`config.mk`:
```
export PLATFORM = sky130hd
export DESIGN_NAME = kts_adj_mem
export DESIGN_NICKNAME = d
export VERILOG_FILES = /design/src/kts_adj_mem.sv
export SDC_FILE = /design/constraint.sdc
export NUM_CORES = 2
export LEC_CHECK = 0
export ABC_CLOCK_PERIOD_IN_PS = 15500
export BUFFER_PORTS_ARGS = -buffer_cell sky130_fd_sc_hd__buf_2
export CELL_PAD_IN_SITES_DETAIL_PLACEMENT = 0
export CELL_PAD_IN_SITES_GLOBAL_PLACEMENT = 2
export CORE_ASPECT_RATIO = 1.4
export CORE_MARGIN = 2
export CORE_UTILIZATION = 55
export CTS_BUF_LIST = sky130_fd_sc_hd__clkbuf_4 sky130_fd_sc_hd__clkbuf_8
export DETAILED_ROUTE_END_ITERATION = 12
export GPL_TIMING_DRIVEN = 0
export PLACE_DENSITY_LB_ADDON = 0.1
export SETUP_SLACK_MARGIN = 0.2
export SLEW_MARGIN = 10
export SYNTH_ARGS = -nofsm -noshare
export SYNTH_HDL_FRONTEND = slang
export SYNTH_SLANG_ARGS = --single-unit
```
`constraint.sdc`:
```
create_clock -name clk -period 15.5 [get_ports clk]
set_clock_uncertainty 0.05 [all_clocks]
set_input_delay 3.1 -clock clk [delete_from_list [all_inputs] [get_ports clk]]
set_output_delay 3.1 -clock clk [all_outputs]
set_load 0.1 [all_outputs]
```
`src/kts_adj_mem.sv`:
```
`default_nettype none

module kts_adj_mem #(
  parameter int ROWS   = 64,
  parameter int ROW_AW = 6
) (
  input  wire logic              clk,
  input  wire logic              rst_n,
  input  wire logic              rd_en,
  input  wire logic [ROW_AW-1:0] rd_addr,
  output logic      [ROWS-1:0]   rd_data,
  input  wire logic              wr_en,
  input  wire logic [ROW_AW-1:0] wr_addr,
  input  wire logic [ROWS-1:0]   wr_data,
  input  wire logic              clr
);

  logic [ROWS-1:0] mem [ROWS];
  logic [ROWS-1:0] row_vld_r;
  logic [ROWS-1:0] rd_q_r;
  logic            rd_vld_r;

  // A row whose valid bit is clear reads as all zero, so the whole matrix
  // is cleared by clearing the valid bits.
  always_ff @(posedge clk) begin
    if (wr_en) begin
      mem[wr_addr] <= wr_data;
    end
    if (rd_en) begin
      rd_q_r   <= mem[rd_addr];
      rd_vld_r <= row_vld_r[rd_addr];
    end
  end

  always_ff @(posedge clk) begin
    if (!rst_n) begin
      row_vld_r <= '0;
    end else if (clr) begin
      row_vld_r <= '0;
    end else if (wr_en) begin
      row_vld_r[wr_addr] <= 1'b1;
    end
  end

  assign rd_data = rd_vld_r ? rd_q_r : '0;

endmodule

`default_nettype wire

```
==> out/qor.yml <==
clock_network:
  cts_tree: "built"
  cts_made_buffers: 622
  post_cts_buffers: 0
  clockBufferDepth: 4
  clkLatencyLatePin_ps: 1110
  cts.sinks: 4225
  cts.root.buffer_cell: "clkbuf_8"
  htreeDepth: 6
  clk_pin_slew_ps: 60
  cts-hold-fix-buffers: 0
  cts_resized: 0
final_layout:
  syn2layout_area_growth_pct: 15.1
  nets: 7976
  drive_gt1_share_pct: 32.8
  design_area_mm2: 0.183
worst_setup_path:
  crit_path_max_incr_delay_ps: 1190
  worst_path_max_delay_cell: "nor4_1"
  worstPathMaxFanout: 11
  crit_start: "rd_addr[4]"
  crit_chain: "buf_2 > clkbuf_1 > nand2_1 > buf_2 > clkbuf_1 > o22ai_1 > nor4_1 > o21a_1"
  required_ps: 16320
  worstSetupStartpointType: "input port"
  critPathKind: "in -> reg"
  end_kind: "flip-flop"
  worstReg2RegStart: "mem[21][50]"
  crit_arrival_ps: 8430
die:
  core_area_mm2: 0.288
  die-area_mm2: 0.293
  die_w_um: 458
  initial_core_util_pct: 55.3
  ios: 145
  rows: 233
  fp.dieH_um: 640
route:
  antenna_left: 0
  drt-pass1-iter-count: 6
  drcViolationCount: 0
  totalWireLength_mm: 502
  drt_iter0_drc: 12999
  wl_per_cell_um: 41.2
  vias: 83083
  vias_per_cell: 6.83
timing:
  slew_headroom_pct: 4.69
  worst_pin_slew_ps: 1420
  period_minus_slack_ps: 7610
  setup-violations-final: 0
  slew_violations: 0
  period_share_pct: 49.1
  fin_ws_ps: 7890
  fmax_mhz: 131
  rsz0062_at_grt: "false"
  hold_viol: 0
power:
  p_leak_nw: 57.5
  p_per_area_mw_per_mm2: 125
  vdd_drop_max_v: 0.0000918
synth:
  ys_top_cells_by_area: "edfxtp_1, mux4_2, o22ai_1"
  synth_fp_nets: 6913
  syn_area_mm2: 0.159
  ys_top_cells_by_count: "edfxtp_1, mux4_2, o22ai_1, clkbuf_1"
  synthArstFlopShare_pct: 0
  synthDistinctLibCells: 36
  ys_ff_latch: 4225
  netlist.area_leader.share_pct: 78.6
  avgSynthCellArea_um2: 23.3
  synth_ff_type: "edfxtp_1"
  synth.most_common_cell: "edfxtp_1"
  synthCells: 6832
  seq_area_frac_synth_pct: 79.4
  synth_warnings: 0
  synth_edf_count: 4161
  synth_top_area_cell: "edfxtp_1"
worst_hold_path:
  hold_start: "row_vld_r[26]"
  hold_class: "reg -> reg"
run_status:
  status: "finished clean"
grt:
  grt_remaining_overflow: 0
  met2_usage_pct: 51.9
  gr-usage-met3_pct: 9.15
  grt_pass1_vias: 82498
  grt_pass1_wl_mm: 677
  grt_max_degree: 65
  grt_antenna_before_repair: 60
  met1_usage_pct: 46.3
  gr-usage-all-layers_pct: 34.4
  top_usage_layer: "met2"
place:
  dpl_cell_area_mm2: 0.171
  dp_slack_ps: 6970
  finalWeightedCongestion: 0.832
  port_buffers: 140
  hpwl_mm: 348
job:
  max_cap_viol_count: 0
[through the flow]
stage	TNS, ps	power (mW)	utilization (%)	cells	hold WS (ps)
2_1_floorplan	0	13.6	-	6832	385
3_3_place_gp	-245490	14.3	57.1	10732	390
3_5_place_dp	0	14.3	59.4	11029	400
4_1_cts	0	23.0	63.6	12120	414
5_1_grt	0	23.6	63.6	12129	422
6_report	0	23.0	63.6	12165	412
[power breakdown]
part           switching (mW)  total, mW  internal (mW)
Clock                    4.24       8.87           4.64
Combinational           0.991       1.41          0.419
Sequential             0.0332       12.7           12.7
Total                    5.26       23.0           17.7
[area by class of cell]
cell class	instances	area, um2
flip-flops and latches	4225	126000
fillers	19294	105000
multi-input cells	2209	31300
clock buffers	842	10400
repair buffers	439	6700
well taps	3760	4700
plain buffers	398	2040
clock inverters	249	1600
diodes	43	108
[state kept, by name, summed over array words and instances (netlist names)]
signal	count
mem	4096
rd_q_r	64
rd_vld_r	1
row_vld_r	64
[cell families after synthesis]
| kind of cell | count (synthesis) | share of synthesized area, % |
|---|---|---|
| flip-flops | 4225 | 79.4 |
| buffers and inverters | 398 | 1.26 |
| AND/OR/NAND/NOR | 317 | 1.08 |
| AO/OA/AOI/OAI | 749 | 3.18 |
| multiplexers | 1143 | 15.1 |
[layout by cell type, fill, tap and decap left out, drive strengths merged, types with 18 or more instances in the layout]
cell / n
nand3: 22
clkinv: 205
clkbuf: 1001
dfxtp: 64
a211oi: 60
o21a: 117
mux2: 52
bufinv: 18
a22oi: 40
nand2: 23
mux4: 999
buf: 678
and2: 67
o21ai: 58
diode: 43
edfxtp: 4161
mux2i: 92
nor2: 73
o221ai: 64
nor4: 57
o22ai: 376
nor2b: 42
[layer usage]
metal  up-vias  part of all wire [%]
met5         -                 0.021
met4        14                   6.3
met3      1132                    12
met2      5707                    46
met1     44453                    36
li1      31777                     -
[worst max-delay path: cells and delay by family]
kind | cells | cell delay (ps)
AOI/OAI and AO/OA | 2 | 680
buffers and inverters | 4 | 2570
and+or+nand+nor | 2 | 1940
[worst paths after layout]
| check | end | slack (ps) | cells after the start |
|---|---|---|---|
| worst max-delay path | rd_q_r[50] | 7890 | 8 |
| worst min-delay path | row_vld_r[26] | 410 | 1 |
| worst max register to register | rd_q_r[50] | 13000 | 4 |
| worst min register to register | row_vld_r[26] | 410 | 1 |
(Power assumes the default switching activity.)
