### src/kts_pkg.sv
`default_nettype none

package kts_pkg;

  localparam int NODE_W = 6;
  localparam int CFG_W  = 7;

  typedef enum logic [8:0] {
    S_IDLE    = 9'b000000001,
    S_ARC     = 9'b000000010,
    S_CNT_RD  = 9'b000000100,
    S_CNT_ADD = 9'b000001000,
    S_SEED    = 9'b000010000,
    S_ENQ     = 9'b000100000,
    S_QWAIT   = 9'b001000000,
    S_VISIT   = 9'b010000000,
    S_DONE    = 9'b100000000
  } state_t;

  typedef struct packed {
    logic clr;
    logic add;
    logic sub;
  } deg_ctl_t;

endpackage

`default_nettype wire

### src/kts_deg_lanes.sv
`default_nettype none

module kts_deg_lanes #(
  parameter int LANES = 64,
  parameter int CNT_W = 7
) (
  input  wire logic             clk,
  input  wire kts_pkg::deg_ctl_t ctl,
  input  wire logic [LANES-1:0] row,
  output logic      [LANES-1:0] zero_mask,
  output logic      [LANES-1:0] one_mask
);

  for (genvar j = 0; j < LANES; j++) begin : g_lane
    logic [CNT_W-1:0] deg_r;

    always_ff @(posedge clk) begin
      if (ctl.clr) begin
        deg_r <= '0;
      end else if (ctl.add && row[j]) begin
        deg_r <= deg_r + CNT_W'(1);
      end else if (ctl.sub && row[j] && (deg_r != '0)) begin
        deg_r <= deg_r - CNT_W'(1);
      end
    end

    assign zero_mask[j] = (deg_r == '0);
    assign one_mask[j]  = (deg_r == CNT_W'(1));
  end

endmodule

`default_nettype wire

### config.mk
export PLATFORM = sky130hd
export DESIGN_NAME = kts_deg_lanes
export DESIGN_NICKNAME = d
export VERILOG_FILES = /design/src/kts_pkg.sv /design/src/kts_deg_lanes.sv
export SDC_FILE = /design/constraint.sdc
export NUM_CORES = 2
export LEC_CHECK = 0
export ABC_AREA = 1
export ABC_CLOCK_PERIOD_IN_PS = 1700
export BUFFER_PORTS_ARGS = -buffer_cell sky130_fd_sc_hd__buf_2
export CORE_MARGIN = 2
export CORE_UTILIZATION = 35
export CTS_BUF_LIST = sky130_fd_sc_hd__clkbuf_4
export CTS_CLUSTER_DIAMETER = 200
export DETAILED_ROUTE_END_ITERATION = 7
export PLACE_DENSITY = 0.63
export SLEW_MARGIN = 10
export SYNTH_ARGS = -nofsm -noshare
export SYNTH_HDL_FRONTEND = slang
export SYNTH_SLANG_ARGS = --single-unit
export TNS_END_PERCENT = 20
### constraint.sdc
create_clock -name clk -period 1.7 [get_ports clk]
set_clock_uncertainty 0.1 [all_clocks]
set_input_delay 0.255 -clock clk [delete_from_list [all_inputs] [get_ports clk]]
set_output_delay 0.255 -clock clk [all_outputs]
set_load 0.01 [all_outputs]
==> summary.md <==
| Metric | Value |
|---|---|
| Via count | `36588` |
| CTS tree | `built` |
| Iteration count of the initial detailed-routing pass | `8` |
| Startpoint types | `register` |
| Critical path capture point type | `primary output` |
| Yosys reg bits | `448` |
| Synthesized area per cell | `6.67 µm²` |
| Tcrit/Tclk final | `135%` |
| Clock sinks | `448` |
| Pwr dens | `1010 mW/mm²` |
| Final hold vios | `0` |
| Synthesized area | `0.0351 mm²` |
| Mapped Cells | `5268` |
| Die Ht | `321 µm` |
| WHS Path Cells | `6` |
| Global Route met3 Usage | `3.37%` |
| Biggest register | `g_lane.deg_r` |
| Row count | `116` |
| Initial Util | `35.2%` |
| Largest regs | `g_lane.deg_r: 448 flops` |
| Worst-path clk slew | `0.07 ns` |
| P&R area growth vs syn | `34.7%` |
| Worst Tran Pin Value | `0.626 ns` |
| CTS root buffer | `clkbuf_4` |
| Post-DR vias/cell | `4.88` |
| GR peak layer | `met2` |
| Post-synthesis cell type count | `32` |
| Routing usage on met2 | `29.8%` |
| Met1 Use GR | `21.2%` |
| Largest net degree at the start of global routing | `72` |
| Total gr overflow | `0` |
| Setup ws final | `-0.602 ns` |
| Max Slew Vio Count | `0` |
| Final-stage net count | `6427` |
| Worst-path maximum fanout | `3` |
| Lkg Pwr | `21.0 nW` |
| DR iter-0 viols | `1726` |
| DRC violations left | `0` |
| Min Tclk post-route | `2.30 ns` |
| Levels on crit path | `5` |
| Status | `finished with violations` |
| Area of the die | `0.103 mm²` |
| Worst path bufs/invs | `2` |
| Buffers on Ports | `195` |
| Max reg flops | `448` |
| Crit-path slowest cell | `dfxtp_2` |
| F_max | `0.434 GHz` |
| Chip width | `321 µm` |
| TritonCTS Buffers | `146` |
| Antenna violations before repair | `2` |
| Routed Wire Length | `94300 µm` |
| CP top delay family | `flip-flops` |
| CP Class | `reg2out` |
| Setup_tns | `-64.54 ns` |
| Sequential area share after synthesis | `25.5%` |
| Layout cells sized above 1 | `33.2%` |
| Worst hold path class | `in2reg` |
| Slew headroom | `58.1%` |
| Clock latency at the later pin of the worst-skew pair | `1.04 ns` |
| Post-DP HPWL | `60500 µm` |
| Detail Route Antenna Nets | `0` |
| Io pins | `196` |
| Inst Count DP | `6909` |
| Global placement routability congestion | `0.870` |
| Routed wire length per instance | `12.6 µm` |
| CP Cell Sequence | `inv_2 -> ha_4 -> nand2_2 -> nor2_1 -> buf_2` |
| Gr usage total | `17.4%` |
| Clock tree buffer depth | `3` |
| Vias in the first global route | `33509` |
| MaxCap Viol Count | `0` |
| RSZ-0062 raised after global routing | `true` |
| R2R depth | `10` |
| Final setup viols | `129` |
| Syn Nets | `5592` |
| H-tree depth | `4` |
| Worst EP required | `1.34 ns` |
| Pwr Total | `47.8 mW` |
| Placeable core region | `0.0997 mm²` |
| Crit path DAT | `1.95 ns` |
| Failing checks | `negative setup slack` |
| Synthesis Warnings | `0` |
| First-pass GRT wire length | `154000 µm` |
| Largest stage delay on the critical path | `0.34 ns` |
| Non-Filler Instances | `7496` |
| Peak supply drop | `0.681 mV` |
==> placed cells by master (no fill, tap or decap), types with 132 or more instances in the layout <==
cell type,count
nand2_1,1396
nand3_1,693
nor2_1,502
buf_4,499
a21oi_1,491
dfxtp_1,206
clkbuf_4,199
ha_1,184
buf_2,147
o21ai_0,143
nand2_2,139
dfxtp_2,132
==> what timing repair did <==
| action | CTS | global route |
|---|---|---|
| hold endpoints to repair | 448 | 222 |
| resized for setup | 687 | 510 |
| setup buffers | 107 | 109 |
| pin swaps | 105 | 131 |
| hold buffers | 130 | 1 |
| endpoints found under the setup margin | 128 | 325 |
==> synth_stat cells, drive strengths merged <==
| master | instances | area (µm²) |
|---|---|---|
| a21oi | 567 | 3090 |
| buf | 164 | 1390 |
| clkbuf | 27 | 101 |
| clkinv | 30 | 278 |
| dfxtp | 448 | 8970 |
| ha | 256 | 3200 |
| inv | 271 | 1070 |
| nand2 | 1628 | 7030 |
| nand3 | 695 | 3490 |
| nand4 | 32 | 200 |
| nor2 | 695 | 2790 |
| o21ai | 211 | 1230 |
| o21bai | 58 | 653 |
| xnor2 | 105 | 920 |
| xor2 | 81 | 709 |
==> per-layer routing <==
layer / routed length (µm) / share of wire [%] / up-vias
met4: 2870 / 3.0 / 0
met3: 4020 / 4.3 / 221
met5: 0 / 0 / -
met2: 45800 / 49 / 723
met1: 41700 / 44 / 16643
li1: - / - / 19001
==> path summary, 6_finish.rpt <==
kind,start,to,slack (ns)
hold reg to reg,g_lane[28].deg_r[0],g_lane[28].deg_r[0],0.40
hold / removal,row[18],g_lane[18].deg_r[0],0.19
setup reg to reg,g_lane[8].deg_r[3],g_lane[8].deg_r[3],0
setup / recovery,g_lane[9].deg_r[0],zero_mask[9],-0.60
==> logic make-up after synthesis <==
logic type,count (synthesis),synth area share (%)
AOI/OAI and AO/OA,836,14.2
xor gates and xnor gates,186,4.64
adders and majority gates,256,9.12
buffers and inverters,492,8.07
DFF,448,25.5
and+or+nand+nor,3050,38.5
==> tightest hold or removal path, delay by kind of cell <==
| kind | cells | cell delay, ns |
|---|---|---|
| compound gates | 2 | 0.23 |
| buf+inv | 2 | 0.65 |
| simple gates | 2 | 0.11 |
==> per-stage QoR <==
stage / worst slack, ns / utilization [%] / hold WS (ns) / instance area [µm²]
2_1_floorplan: 0.238 / - / 0.374 / 35100
3_3_place_gp: -0.0391 / 39.3 / 0.385 / 39200
3_5_place_dp: -0.100 / 39.3 / 0.395 / 39200
4_1_cts: -0.770 / 44.9 / 0.00110 / 44800
5_1_grt: -0.783 / 47.4 / 0.0701 / 47300
6_report: -0.602 / 47.4 / 0.190 / 47300
==> power by group <==
part | leakage [nW] | internal [mW] | switching (mW)
Combinational | 16.1 | 10.3 | 12.1
Sequential | 3.80 | 12.3 | 1.98
Clock | 1.04 | 5.94 | 5.23
==> layout make-up <==
cell class,instances,area [µm²]
Fill cell,9537,52400
Sequential cell,448,9550
Inverter,301,1540
Multi-Input combinational cell,4328,25600
Clock buffer,199,1490
Timing Repair Buffer,878,7240
Clock inverter,37,256
Tap cell,1298,1620
Antenna cell,7,17.5
Power figures use the tool's default switching activity.
