--- src/kts_queue_mem.sv ---
`default_nettype none

module kts_queue_mem #(
  parameter int DEPTH  = 64,
  parameter int ADDR_W = 6
) (
  input  wire logic              clk,
  input  wire logic              wr_en,
  input  wire logic [ADDR_W-1:0] wr_addr,
  input  wire logic [ADDR_W-1:0] wr_data,
  input  wire logic              rd_en,
  input  wire logic [ADDR_W-1:0] rd_addr,
  output logic      [ADDR_W-1:0] rd_data
);

  logic [ADDR_W-1:0] mem [DEPTH];

  always_ff @(posedge clk) begin
    if (wr_en) begin
      mem[wr_addr] <= wr_data;
    end
    if (rd_en) begin
      rd_data <= mem[rd_addr];
    end
  end

endmodule

`default_nettype wire

--- config.mk ---
export PLATFORM = sky130hd
export DESIGN_NAME = kts_queue_mem
export DESIGN_NICKNAME = d
export VERILOG_FILES = /design/src/kts_queue_mem.sv
export SDC_FILE = /design/constraint.sdc
export NUM_CORES = 1
export LEC_CHECK = 0
export BUFFER_PORTS_ARGS = -buffer_cell sky130_fd_sc_hd__buf_2
export CELL_PAD_IN_SITES_DETAIL_PLACEMENT = 1
export CELL_PAD_IN_SITES_GLOBAL_PLACEMENT = 2
export CORE_MARGIN = 5
export CORE_UTILIZATION = 50
export CTS_BUF_LIST = sky130_fd_sc_hd__clkbuf_16
export DETAILED_ROUTE_END_ITERATION = 12
export GPL_ROUTABILITY_DRIVEN = 0
export HOLD_SLACK_MARGIN = 0.05
export PLACE_DENSITY_LB_ADDON = 0.05
export RECOVER_POWER = 25
export SLEW_MARGIN = 20
export SYNTH_ARGS = -nofsm -noshare
export SYNTH_HDL_FRONTEND = slang
export SYNTH_SLANG_ARGS = --single-unit
--- constraint.sdc ---
create_clock -name clk -period 2.7 [get_ports clk]
set_input_delay 0.54 -clock clk [delete_from_list [all_inputs] [get_ports clk]]
set_output_delay 0.54 -clock clk [all_outputs]
set_load 0.03 [all_outputs]
==> metrics.txt <==
# TYPE chip_impl_metric gauge
chip_impl_metric{name="min_delay_path_depth",unit=""} 1
chip_impl_metric{name="detail_route.wirelength",unit="mm"} 36.8
chip_impl_metric{name="globalRouteOverflowTotal",unit=""} 0
chip_impl_info{name="crit_slowest_cell",value="sky130_fd_sc_hd__mux4_1"} 1
chip_impl_metric{name="critPathRequiredTime",unit="ns"} 2.98
chip_impl_info{name="clockRootBuffer",value="sky130_fd_sc_hd__clkbuf_16"} 1
chip_impl_metric{name="syn-instance-count",unit=""} 720
chip_impl_metric{name="max_cap_viols",unit=""} 4
chip_impl_metric{name="post_cts_hold_buffer_count",unit=""} 0
chip_impl_metric{name="synth_largest_type_area_fraction",unit="%"} 76.6
chip_impl_metric{name="dp_cells",unit=""} 1211
chip_impl_metric{name="area_growth_syn_to_layout",unit="%"} 17.9
chip_impl_metric{name="setup_tns",unit="ns"} 0
chip_impl_info{name="synth_flop_cell",value="sky130_fd_sc_hd__edfxtp_1"} 1
chip_impl_metric{name="power_density",unit="nW/µm²"} 725
chip_impl_info{name="startpoint_type",value="input port"} 1
chip_impl_metric{name="max_freq",unit="MHz"} 479
chip_impl_metric{name="first_iter_violations",unit=""} 764
chip_impl_metric{name="detail_route.drc_violations",unit=""} 0
chip_impl_metric{name="synthesis.yosys.warnings",unit=""} 0
chip_impl_metric{name="crit_path_max_fanout",unit=""} 26
chip_impl_info{name="origin_of_the_worst_min_delay_path",value="rd_en"} 1
chip_impl_metric{name="count_of_inserted_antenna_diode_cells",unit=""} 0
chip_impl_info{name="cts_tree",value="done"} 1
chip_impl_metric{name="layout_nets",unit=""} 878
chip_impl_metric{name="fin_skew",unit="ns"} 0.0146
chip_impl_metric{name="deepest_level_of_the_cts_h_tree",unit=""} 2
chip_impl_metric{name="routed_via_density",unit=""} 6.03
chip_impl_metric{name="postCtsSetupRepairBufs",unit=""} 0
chip_impl_metric{name="postRouteAntennaNets",unit=""} 0
chip_impl_metric{name="synth.cell_area",unit="µm²"} 15300
chip_impl_info{name="critPathMostFrequentCell",value="sky130_fd_sc_hd__buf_12"} 1
chip_impl_metric{name="io_pins",unit=""} 27
chip_impl_info{name="worstHoldPathType",value="input port to register"} 1
chip_impl_info{name="commonest_cells_in_the_synthesized_netlist",value="sky130_fd_sc_hd__edfxtp_1, sky130_fd_sc_hd__mux4_2, sky130_fd_sc_hd__nor2_1"} 1
chip_impl_metric{name="placementRows",unit=""} 64
chip_impl_info{name="critPathTopFamily",value="compound AO/OA/AOI/OAI gates"} 1
chip_impl_metric{name="num-fill-cells",unit=""} 2554
chip_impl_info{name="timing.setup.critical_path_class",value="input port to register"} 1
chip_impl_metric{name="max_slew_margin",unit="%"} -17.1
chip_impl_metric{name="post_cts_resized",unit=""} 0
chip_impl_metric{name="grt_pass1_vias",unit=""} 8195
chip_impl_metric{name="route.vias.total",unit=""} 7735
chip_impl_metric{name="synth.lib_cells_used.distinct",unit=""} 36
chip_impl_metric{name="placeableCoreArea",unit="µm²"} 30300
chip_impl_metric{name="peakVddDrop",unit="mV"} 0.478
chip_impl_info{name="cell_type_with_the_largest_total_area_after_synthesis",value="sky130_fd_sc_hd__edfxtp_1"} 1
chip_impl_metric{name="tightestPinTransition",unit="ns"} 1.76
chip_impl_info{name="violations_in_the_final_reports",value="max-capacitance violations, max-slew violations"} 1
chip_impl_metric{name="die_height",unit="µm"} 185
chip_impl_metric{name="postSynth.asyncResetShare",unit="%"} 0
chip_impl_metric{name="clk_pin_slew",unit="ns"} 0.06
chip_impl_metric{name="post-route-min-period",unit="ns"} 2.09
chip_impl_metric{name="synth_edf_count",unit=""} 390
chip_impl_metric{name="drtPass1Iterations",unit=""} 4
chip_impl_metric{name="yosysSeqAreaShare",unit="%"} 76.6
chip_impl_metric{name="synthesis.nets",unit=""} 741
chip_impl_metric{name="avgSynthCellArea",unit="µm²"} 21.2
chip_impl_info{name="worstPathCellList",value="buf_6 > buf_12 > buf_12 > mux4_1 > nor2b_1 > a211oi_1 > a21oi_1 > a32o_1"} 1
chip_impl_metric{name="depth_of_the_worst_register_to_register_path",unit=""} 4
chip_impl_metric{name="ys_ff_latch",unit=""} 390
chip_impl_info{name="reg2reg_to",value="rd_data[0]"} 1
chip_impl_metric{name="clkSinkCount",unit=""} 390
chip_impl_metric{name="drv_slew",unit=""} 95
chip_impl_metric{name="final_layout_size_suffix_gt1_share",unit="%"} 31.7
chip_impl_metric{name="detail_route.wl_per_cell",unit="µm"} 28.7
chip_impl_info{name="outcome",value="finished with violations"} 1
chip_impl_metric{name="cts_buffers",unit=""} 40
chip_impl_metric{name="path_depth",unit=""} 8
chip_impl_info{name="crit_path_end_kind",value="register"} 1
chip_impl_metric{name="fp.dieArea",unit="µm²"} 34200
chip_impl_metric{name="buffer_ports.inserted",unit=""} 26
chip_impl_metric{name="pre_cts_ws",unit="ns"} 0.0916
chip_impl_info{name="rsz0062_at_grt",value="no"} 1
chip_impl_metric{name="hold_violations",unit=""} 0
chip_impl_metric{name="final_min_period_over_clock_period",unit="%"} 77.3
chip_impl_metric{name="chip_width",unit="µm"} 185
chip_impl_metric{name="critical_path_arrival",unit="ns"} 2.37
chip_impl_metric{name="hold_ws",unit="ns"} 0.498
chip_impl_metric{name="dpl-instance-area",unit="µm²"} 16700
chip_impl_metric{name="grt_util_all_layers",unit="%"} 22.2
chip_impl_metric{name="path_buf_inv",unit=""} 3
chip_impl_metric{name="grt_max_degree",unit=""} 65
chip_impl_metric{name="r2r_setup_slack",unit="ns"} 0.83
chip_impl_metric{name="hpwlAfterDp",unit="mm"} 24.4
chip_impl_metric{name="setup_violation_total_in_the_final_timing_report",unit=""} 0
chip_impl_metric{name="antenna_violations_before_repair",unit=""} 0
chip_impl_metric{name="final_design_area_no_fill",unit="µm²"} 18000
chip_impl_metric{name="leakage_power",unit="nW"} 5.90
chip_impl_metric{name="cts-root-to-sink-buffers",unit=""} 3
chip_impl_metric{name="initial_utilization",unit="%"} 50.4
chip_impl_info{name="post_synth_main_area_contributors",value="sky130_fd_sc_hd__edfxtp_1, sky130_fd_sc_hd__mux4_2, sky130_fd_sc_hd__nor2_1"} 1
chip_impl_metric{name="smallest_setup_slack_after_layout",unit="ns"} 0.613
chip_impl_metric{name="slowest_delay",unit="ns"} 0.55
chip_impl_metric{name="post_layout_nonfiller_instances",unit=""} 1282
chip_impl_info{name="timing.rr.start",value="mem[50][0]"} 1
chip_impl_metric{name="grt_pass1_wl",unit="mm"} 55.1
chip_impl_metric{name="worstSkewPairLatency",unit="ns"} 0.53
chip_impl_info{name="yosysMostFrequentCell",value="sky130_fd_sc_hd__edfxtp_1"} 1
chip_impl_info{name="hold_end",value="rd_data[4]"} 1
cells by family after synthesis:
family	synth area share (%)
AOI/OAI and AO/OA	2.59
buffers and inverters	1.65
DFF	76.6
muxes	15.5
and+or+nand+nor	3.66
final cells by class:
cell class / count / area [µm²] / share of cell area, %
Sequential cell: 390 / 11700 / 65.0
Timing Repair Buffer: 134 / 1150 / 6.37
Clock inverter: 30 / 312 / 1.73
Multi-Input combinational cell: 291 / 3320 / 18.4
Clock buffer: 41 / 1030 / 5.70
Tap cell: 396 / 495 / 2.75
sequential cells by signal, indices dropped and copies added, names as in the netlist:
signal   count
mem        384
rd_data      6
power breakdown:
part,internal [mW],switching [mW]
logic,0.286,0.431
clock network,3.41,2.19
registers,6.72,0.0165
total,10.4,2.64
per-stage QoR:
| step | total power [mW] | util [%] |
|---|---|---|
| after global routing | 13.5 | 59.4 |
| after global placement | 7.56 | 55.0 |
| final | 13.1 | 59.4 |
| after detailed placement | 7.58 | 55.0 |
| after floorplan | 7.23 | - |
| after CTS | 13.2 | 59.4 |
per-layer routing:
metal / up-vias / wire [µm] / global-route usage (%)
met5: - / 0 / 0
li1: 3291 / - / -
met3: 50 / 2470 / 3.46
met2: 271 / 18100 / 35.2
met4: 0 / 607 / 4.67
met1: 4123 / 15700 / 33.4
worst max path at each step:
stage               start          to  slack, ns
3_5_place_dp   rd_addr[0]  rd_data[0]       0.09
4_1_cts        rd_addr[0]  rd_data[2]       0.62
3_3_place_gp   rd_addr[0]  rd_data[2]       0.07
2_1_floorplan  rd_addr[0]  rd_data[0]       0.47
5_1_grt        rd_addr[0]  rd_data[2]       0.56
6_report       rd_addr[0]  rd_data[2]       0.61
placed cells by master, fill, tap and decap left out, types with 2 or more instances in the layout:
cell type                     n
sky130_fd_sc_hd__o22ai_1     12
sky130_fd_sc_hd__o21ai_1      6
sky130_fd_sc_hd__inv_6        2
sky130_fd_sc_hd__a211oi_1     6
sky130_fd_sc_hd__nor2_1      67
sky130_fd_sc_hd__a32o_1       3
sky130_fd_sc_hd__nand3_1     11
sky130_fd_sc_hd__buf_12      17
sky130_fd_sc_hd__or3b_2       2
sky130_fd_sc_hd__clkbuf_1     8
sky130_fd_sc_hd__a21oi_1      6
sky130_fd_sc_hd__inv_1       10
sky130_fd_sc_hd__clkinv_1     7
sky130_fd_sc_hd__nor3_1       5
sky130_fd_sc_hd__mux2i_1     15
sky130_fd_sc_hd__bufinv_16    7
sky130_fd_sc_hd__o221ai_1     9
sky130_fd_sc_hd__or3_1        2
sky130_fd_sc_hd__buf_2       17
sky130_fd_sc_hd__nand2_1      8
sky130_fd_sc_hd__a22oi_1      2
sky130_fd_sc_hd__nand4_1      2
sky130_fd_sc_hd__clkinv_2     4
sky130_fd_sc_hd__clkbuf_16   41
sky130_fd_sc_hd__nor2b_1      8
sky130_fd_sc_hd__nand3b_1     4
sky130_fd_sc_hd__or2_2        2
sky130_fd_sc_hd__mux4_2      87
sky130_fd_sc_hd__mux4_1       6
sky130_fd_sc_hd__buf_4       90
sky130_fd_sc_hd__nand2b_1     5
sky130_fd_sc_hd__mux2_2       9
sky130_fd_sc_hd__a221oi_1     3
sky130_fd_sc_hd__edfxtp_1   390
sky130_fd_sc_hd__o22a_1       6
Power figures use the tool's default switching activity.
